$ cat src/rtl/lbps_pkg.sv
// shared types, constants and decode helpers for the led blink pattern sequencer
package lbps_pkg;

  // table geometry
  localparam int unsigned PatternSteps = 64;
  localparam int unsigned StepIdxW     = $clog2(PatternSteps);
  localparam int unsigned DurationBits = 16;
  localparam int unsigned CodeW        = 3;

  // stream widths
  localparam int unsigned InDataW  = 40;
  localparam int unsigned InUserW  = 2;
  localparam int unsigned OutDataW = 16;

  // led codes as the step table stores them
  localparam logic [CodeW-1:0] LedOff        = 3'd0;
  localparam logic [CodeW-1:0] LedRedBlink   = 3'd1;
  localparam logic [CodeW-1:0] LedRed        = 3'd2;
  localparam logic [CodeW-1:0] LedGreenBlink = 3'd3;
  localparam logic [CodeW-1:0] LedGreen      = 3'd4;
  localparam logic [CodeW-1:0] LedAmberBlink = 3'd5;
  localparam logic [CodeW-1:0] LedAmber      = 3'd6;
  localparam logic [CodeW-1:0] LedIgnored    = 3'd7;

  // highest code that changes the shown pattern
  localparam logic [CodeW-1:0] CodeMax = LedAmber;

  // request kinds carried on the slave tuser
  typedef enum logic [InUserW-1:0] {
    MODE_TICK  = 2'd0,
    MODE_START = 2'd1,
    MODE_STOP  = 2'd2,
    MODE_LOAD  = 2'd3
  } mode_e;

  // one stored step
  typedef struct packed {
    logic [CodeW-1:0]        code;
    logic [DurationBits-1:0] duration;
    logic [StepIdxW-1:0]     next;
    logic                    is_final;
  } step_t;

  localparam int unsigned StepW = $bits(step_t);

  // pin levels for a shown code
  typedef struct packed {
    logic red;
    logic green;
    logic blink;
  } pins_t;

  function automatic pins_t decode_pins(logic [CodeW-1:0] code);
    pins_t p;
    p.red   = (code == LedRedBlink) || (code == LedRed) ||
              (code == LedAmberBlink) || (code == LedAmber);
    p.green = (code == LedGreenBlink) || (code == LedGreen) ||
              (code == LedAmberBlink) || (code == LedAmber);
    p.blink = (code == LedRedBlink) || (code == LedGreenBlink) || (code == LedAmberBlink);
    return p;
  endfunction

endpackage

$ cat src/rtl/lbps_ram.sv
// generic simple dual port ram with one write port and a registered read port
module lbps_ram #(
  parameter int unsigned Width = 8,
  parameter int unsigned Depth = 16
) (
  input  logic                     clk_i,
  input  logic                     wr_en_i,
  input  logic [$clog2(Depth)-1:0] wr_addr_i,
  input  logic [Width-1:0]         wr_data_i,
  input  logic                     rd_en_i,
  input  logic [$clog2(Depth)-1:0] rd_addr_i,
  output logic [Width-1:0]         rd_data_o
);

  logic [Width-1:0] mem_q [Depth];
  logic [Width-1:0] rd_data_q;

  // write port
  always_ff @(posedge clk_i) begin
    if (wr_en_i) begin
      mem_q[wr_addr_i] <= wr_data_i;
    end
  end

  // read port, data held until the next enabled read
  always_ff @(posedge clk_i) begin
    if (rd_en_i) begin
      rd_data_q <= mem_q[rd_addr_i];
    end
  end

  assign rd_data_o = rd_data_q;

endmodule

$ cat src/rtl/led_blink_pattern_sequencer.sv
// top level of the led blink pattern sequencer: step table, countdown and result register
//
// Plays LED blink patterns from a 64-entry step table held in a synchronous RAM.
// Slave stream: tuser carries the request kind (tick, start, stop, load); tdata
// carries the start index and the step fields for a load. Every request yields
// exactly one result on the master stream with the shown code, the pin levels,
// the playing flag and the step position after that request.
// A request is taken into the update stage at acceptance, when its table read
// also happens; the update then writes the result register as that stage
// advances, which the master side can stall.
// Throughput: one request per cycle while the master side takes results; the
// table read address of a tick is forwarded from the update of the request
// ahead of it, so no bubbles are needed between dependent ticks.
// Loads write the table at acceptance; a running pattern sees the new step the
// next time it reads that entry. Table contents are undefined after reset and
// must be loaded before they are played.
// Reset clears position, countdown, playing flag and shown code (LED off) and
// empties the pipeline. When the master stalls, one result waits in the output
// register, one more request can be accepted into the update stage, and then
// s_axis_tready drops until the result is taken.
module led_blink_pattern_sequencer (
  input  logic                         clk_i,
  input  logic                         rst_ni,
  input  logic                         s_axis_tvalid,
  output logic                         s_axis_tready,
  // start_index[5:0], entry_index[11:6], entry_led_code[14:12],
  // entry_duration[30:15], entry_next[36:31], entry_final[37], zero[39:38]
  input  logic [lbps_pkg::InDataW-1:0] s_axis_tdata,
  // mode[1:0]
  input  logic [lbps_pkg::InUserW-1:0] s_axis_tuser,
  output logic                         m_axis_tvalid,
  input  logic                         m_axis_tready,
  // led_code[2:0], red_on[3], green_on[4], hard_blink[5], playing[6],
  // step_position[12:7], zero[15:13]
  output logic [lbps_pkg::OutDataW-1:0] m_axis_tdata
);

  import lbps_pkg::*;

  // request fields
  mode_e                   in_mode;
  logic [StepIdxW-1:0]     in_start;
  logic [StepIdxW-1:0]     in_entry_idx;
  step_t                   in_entry;
  logic                    in_fire;

  // update stage
  logic                    s1_valid_q, s1_valid_d;
  mode_e                   s1_mode_q;
  logic [StepIdxW-1:0]     s1_start_q;
  logic                    s1_adv;
  step_t                   rd_step;

  // play state
  logic [StepIdxW-1:0]     cur_step_q, cur_step_d;
  logic [DurationBits-1:0] ticks_q, ticks_d, ticks_dec;
  logic                    running_q, running_d;
  logic [CodeW-1:0]        shown_q, shown_d;
  logic                    do_apply;
  logic [StepIdxW-1:0]     apply_base;

  // result register
  logic                    m_valid_q, m_valid_d;
  logic [OutDataW-1:0]     m_data_q, m_data_d;
  pins_t                   pins;

  // unpack the request
  assign in_mode               = mode_e'(s_axis_tuser);
  assign in_start              = s_axis_tdata[5:0];
  assign in_entry_idx          = s_axis_tdata[11:6];
  assign in_entry.code         = s_axis_tdata[14:12];
  assign in_entry.duration     = s_axis_tdata[30:15];
  assign in_entry.next         = s_axis_tdata[36:31];
  assign in_entry.is_final     = s_axis_tdata[37];

  // handshakes
  assign s1_adv        = s1_valid_q && (!m_valid_q || m_axis_tready);
  assign s_axis_tready = !s1_valid_q || s1_adv;
  assign in_fire       = s_axis_tvalid && s_axis_tready;

  // step table, read address of a tick forwarded from the update in flight
  lbps_ram #(
    .Width (StepW),
    .Depth (PatternSteps)
  ) u_table (
    .clk_i     (clk_i),
    .wr_en_i   (in_fire && (in_mode == MODE_LOAD)),
    .wr_addr_i (in_entry_idx),
    .wr_data_i (in_entry),
    .rd_en_i   (in_fire && ((in_mode == MODE_TICK) || (in_mode == MODE_START))),
    .rd_addr_i ((in_mode == MODE_START) ? in_start : cur_step_d),
    .rd_data_o (rd_step)
  );

  // play state update
  always_comb begin
    cur_step_d = cur_step_q;
    ticks_d    = ticks_q;
    running_d  = running_q;
    shown_d    = shown_q;
    do_apply   = 1'b0;
    apply_base = cur_step_q;
    ticks_dec  = ticks_q - 1'b1;
    if (s1_adv) begin
      case (s1_mode_q)
        MODE_TICK: begin
          if (running_q) begin
            if (ticks_dec == '0) begin
              do_apply = 1'b1;
            end else begin
              ticks_d = ticks_dec;
            end
          end
        end
        MODE_START: begin
          do_apply   = 1'b1;
          apply_base = s1_start_q;
        end
        MODE_STOP: begin
          running_d = 1'b0;
          ticks_d   = '0;
          shown_d   = '0;
        end
        default: begin
        end
      endcase
    end
    // show the read step unless its code is ignored, and arm its countdown when timed, else stop playing
    if (do_apply) begin
      cur_step_d = apply_base;
      if (rd_step.code <= CodeMax) begin
        shown_d = rd_step.code;
      end
      if (!rd_step.is_final && (rd_step.duration != '0)) begin
        ticks_d    = rd_step.duration;
        running_d  = 1'b1;
        cur_step_d = rd_step.next;
      end else begin
        ticks_d   = '0;
        running_d = 1'b0;
      end
    end
  end

  // result word and valid
  always_comb begin
    pins        = decode_pins(shown_d);
    m_data_d    = '0;
    m_data_d[2:0]  = shown_d;
    m_data_d[3]    = pins.red;
    m_data_d[4]    = pins.green;
    m_data_d[5]    = pins.blink;
    m_data_d[6]    = running_d;
    m_data_d[12:7] = cur_step_d;
    m_valid_d   = m_valid_q && !m_axis_tready;
    if (s1_adv) begin
      m_valid_d = 1'b1;
    end
    s1_valid_d = s1_valid_q && !s1_adv;
    if (in_fire) begin
      s1_valid_d = 1'b1;
    end
  end

  // control and play state registers
  always_ff @(posedge clk_i or negedge rst_ni) begin
    if (!rst_ni) begin
      s1_valid_q <= 1'b0;
      m_valid_q  <= 1'b0;
      cur_step_q <= '0;
      ticks_q    <= '0;
      running_q  <= 1'b0;
      shown_q    <= '0;
    end else begin
      s1_valid_q <= s1_valid_d;
      m_valid_q  <= m_valid_d;
      cur_step_q <= cur_step_d;
      ticks_q    <= ticks_d;
      running_q  <= running_d;
      shown_q    <= shown_d;
    end
  end

  // payload registers
  always_ff @(posedge clk_i) begin
    if (in_fire) begin
      s1_mode_q  <= in_mode;
      s1_start_q <= in_start;
    end
    if (s1_adv) begin
      m_data_q <= m_data_d;
    end
  end

  assign m_axis_tvalid = m_valid_q;
  assign m_axis_tdata  = m_data_q;

endmodule
$ cat config.mk
export PLATFORM = sky130hd
export DESIGN_NAME = led_blink_pattern_sequencer
export DESIGN_NICKNAME = d
export VERILOG_FILES = /design/src/rtl/lbps_pkg.sv /design/src/rtl/lbps_ram.sv /design/src/rtl/led_blink_pattern_sequencer.sv
export SDC_FILE = /design/constraint.sdc
export NUM_CORES = 2
export LEC_CHECK = 0
export BUFFER_PORTS_ARGS = -buffer_cell sky130_fd_sc_hd__buf_2
export CAP_MARGIN = 10
export CORE_AREA = 2 2 434 436
export DETAILED_ROUTE_END_ITERATION = 12
export DIE_AREA = 0 0 436 438
export PLACE_DENSITY = 0.55
export SETUP_SLACK_MARGIN = 0.3
export SLEW_MARGIN = 10
export SYNTH_ARGS = -nofsm -noshare
export SYNTH_HDL_FRONTEND = slang
export SYNTH_SLANG_ARGS = --single-unit
export TNS_END_PERCENT = 20
$ cat constraint.sdc
create_clock -name clk_i -period 6.1 [get_ports clk_i]
set_input_delay 0.915 -clock clk_i [delete_from_list [all_inputs] [get_ports clk_i]]
set_output_delay 0.915 -clock clk_i [all_outputs]
set_load 0.005 [all_outputs]
==> run metrics <==
Top Ports 64; Die Area 191,000 um2; CTS tree built; gr ovfl total 0; top post-synthesis cells by count edfxtp_1, nand2_1, mux2i_1; top post-synthesis cells by area edfxtp_1, mux2i_1, nand2_1, nand3_1, o22ai_1; DRT iter0 DRCs 5,061; critical path class register to register; Die H 438 um; DR pass1 iterations 6; Port Buffers 58; WP data arrival 6.35 ns; Yosys top cell area share 0.748; routed vias/inst 5.51; wire length of the first global-routing pass 286,000 um; CTS Hold Bufs 0; max-slew violation count 0; Top FF cell, synth edfxtp_1; Cells after Synth 4,597; mean area per synthesized cell 14.9 um2; # clock sinks 1,739; Hold Vio Cnt, Final 0; largest family of logic cells by synthesized area simple AND/OR/NAND/NOR gates; synthesized cell area 68,700 um2; initial core utilization 0.368; worst hold path class input pin to async pin; WL final 199,000 um; Compound-Gate Fraction of Synth Area 0.0668; synthesized flop and latch total 1,739; WL/cell 26.6 um; Met3 Wirelength 15,600 um; WP buf/inv 2; Die Wd 436 um; CTS H-Tree Depth 4; CP max stage cell nor2_2; routability cong. 0.893; Max Fanout on Critical Path 18; clock buffer depth 3; required time of the critical path 6.80 ns; Worst setup startpoint ticks_q[0]; most numerous cell in the Yosys netlist edfxtp_1; Yosys warnings 0; pwr dens 377 nW/um2; Critical Path End Type register; Tmin final 5.65 ns; Startpoint Class register; Post-synth EDFFs 1,711; Core Rows 159; Tcrit/Tclk final 0.925; Worst VDD drop 0.000304 V; RSZ-0062 raised after global routing true; CTS root buffer clkbuf_16; Setup TNS 0 ns; status complete, no violations; Detail Route Antenna Nets 0; initial antenna violation count 28; vias in the first global route 38,900; MaxCap Viol Count 0; R2R depth 15; Slew headroom 0.148; wl on met1 85,200 um; multiplexer share of the synthesized area 0.0574; uppermost layer routed met4; dpl hpwl 115,000 um; Worst-Margin Slew 1.27 ns; fmax 177 MHz; PnR Total Power 29.9 mW; Synth Area in XOR/XNOR 0.000510; Setup Skew 0.0412 ns; crit-path cells inv_1 > ha_1 > nor3b_1 > xor2_1 > or4b_1 > a2111o_1 > nor3_2 > or2_1 > o221ai_4 > inv_2 > a31oi_2 > nor2_2 > nand3_1 > nand4_1 > or4_1; Hold WS 0.159 ns; peak per-stage delay on the critical path 0.98 ns; asr flop ratio synth 0.0161; Synth cell types 80; nets 4,862; Leakage 27.4 nW; cell depth of the worst setup path 15; DRC errors left 0; pin count of the biggest net entering global routing 68; clock slew at reported path FFs 0.06 ns; cell taking the most area after synthesis edfxtp_1; Final setup violation count 0; Synth Area in Adders 0.00109; Filler cells 16,900; share of layout cells above drive strength 1 0.134; sequential fraction of the synthesis area 0.758; area grow syn2layout 15.4%; Tot GR Track Use 0.204; simple-gate share of the synthesized area 0.0964; DR vias 41,100; delay-heaviest family, CP simple AND/OR/NAND/NOR gates; CTS buffer count 183; DR WL met2 92,600 um; core area 187,000 um2; worst skew pair latency 0.83 ns; worst r2r src ticks_q[0]
==> final timing paths <==
kind	to	slack [ns]
setup / recovery	u_table.rd_data_o[4]	0.45
hold / removal	ticks_q[7]	0.16
setup reg to reg	u_table.rd_data_o[4]	0.45
hold reg to reg	m_axis_tvalid	0.54
max in group asynchronous	ticks_q[13]	5.48
min in group clk_i	s1_start_q[3]	0.30
==> sequential cells by signal (all words and copies together), names as in the netlist <==
name / count
cur_step_q: 6
m_axis_tdata: 13
m_axis_tvalid: 1
running_q: 1
s1_mode_q: 2
s1_start_q: 6
s1_valid_q: 1
shown_q: 3
ticks_q: 16
u_table.mem_q: 1664
u_table.rd_data_o: 26
==> power by group <==
part | switching (mW) | internal (mW) | total (mW)
logic | 3.79 | 1.88 | 5.67
clock network | 4.61 | 6.09 | 10.7
registers | 0.207 | 13.3 | 13.5
==> timing repair <==
item,in CTS,in global routing
setup endpoints to repair,0,19
endpoints found under the hold margin,0,0
gates resized for setup,0,4
buffers inserted,0,5
==> layout by cell type, fill, tap and decap left out, drive strengths merged, types with 17 or more instances in the layout <==
cell type / n
a2111oi: 67
a211oi: 70
a21oi: 66
a22oi: 17
a311oi: 18
a31oi: 87
a32oi: 25
and3: 125
buf: 324
clkbuf: 240
clkinv: 66
dfrtp: 28
edfxtp: 1711
inv: 19
mux2i: 394
nand2: 764
nand3: 288
nand4: 52
nor2: 125
o21ai: 132
o22ai: 168
or3: 21
==> kinds of logic after synthesis <==
logic type | count (synthesis)
mux | 394
other cells | 1
xor+xnor | 4
flops | 1739
compound gates | 685
simple gates | 1460
buf+inv | 308
fa+ha+maj | 6
==> routing by layer <==
layer / GRT usage / vias to the layer above
met5: 0 / -
met4: 0.0605 / 0
met3: 0.0309 / 251
met2: 0.320 / 1728
met1: 0.295 / 20900
li1: - / 18200
==> metrics by stage <==
step | util | cells | area, um2 | setup slack [ns]
global route | 0.425 | 7454 | 79300 | 0.217
floorplan | - | 4599 | 68700 | 1.44
detailed placement | 0.394 | 7114 | 73500 | 0.421
CTS | 0.424 | 7444 | 79200 | 0.388
global placement | 0.394 | 7114 | 73500 | 0.491
finish | 0.425 | 7457 | 79300 | 0.455
==> cell type report <==
class                   count  area, um2  area share
multi-input cells        2552      15600       0.197
diodes                      7       17.5    0.000221
repair buffers            324       2700      0.0341
clock buffers             240       4880      0.0615
inverters                  10       37.5    0.000473
well taps                2495       3120      0.0394
clock inverters            90        830      0.0105
flip-flops and latches   1739      52100       0.657
==> worst register-to-register path, stage by stage, from the launching register on <==
cell	delay, ns
dfrtp_1	0.44
inv_1	0.14
ha_1	0.21
nor3b_1	0.38
xor2_1	0.12
or4b_1	0.60
a2111o_1	0.44
nor3_2	0.30
or2_1	0.33
o221ai_4	0.22
inv_2	0.19
a31oi_2	0.24
nor2_2	0.98
nand3_1	0.39
nand4_1	0.38
or4_1	0.17
Power figures use the tool's default switching activity.
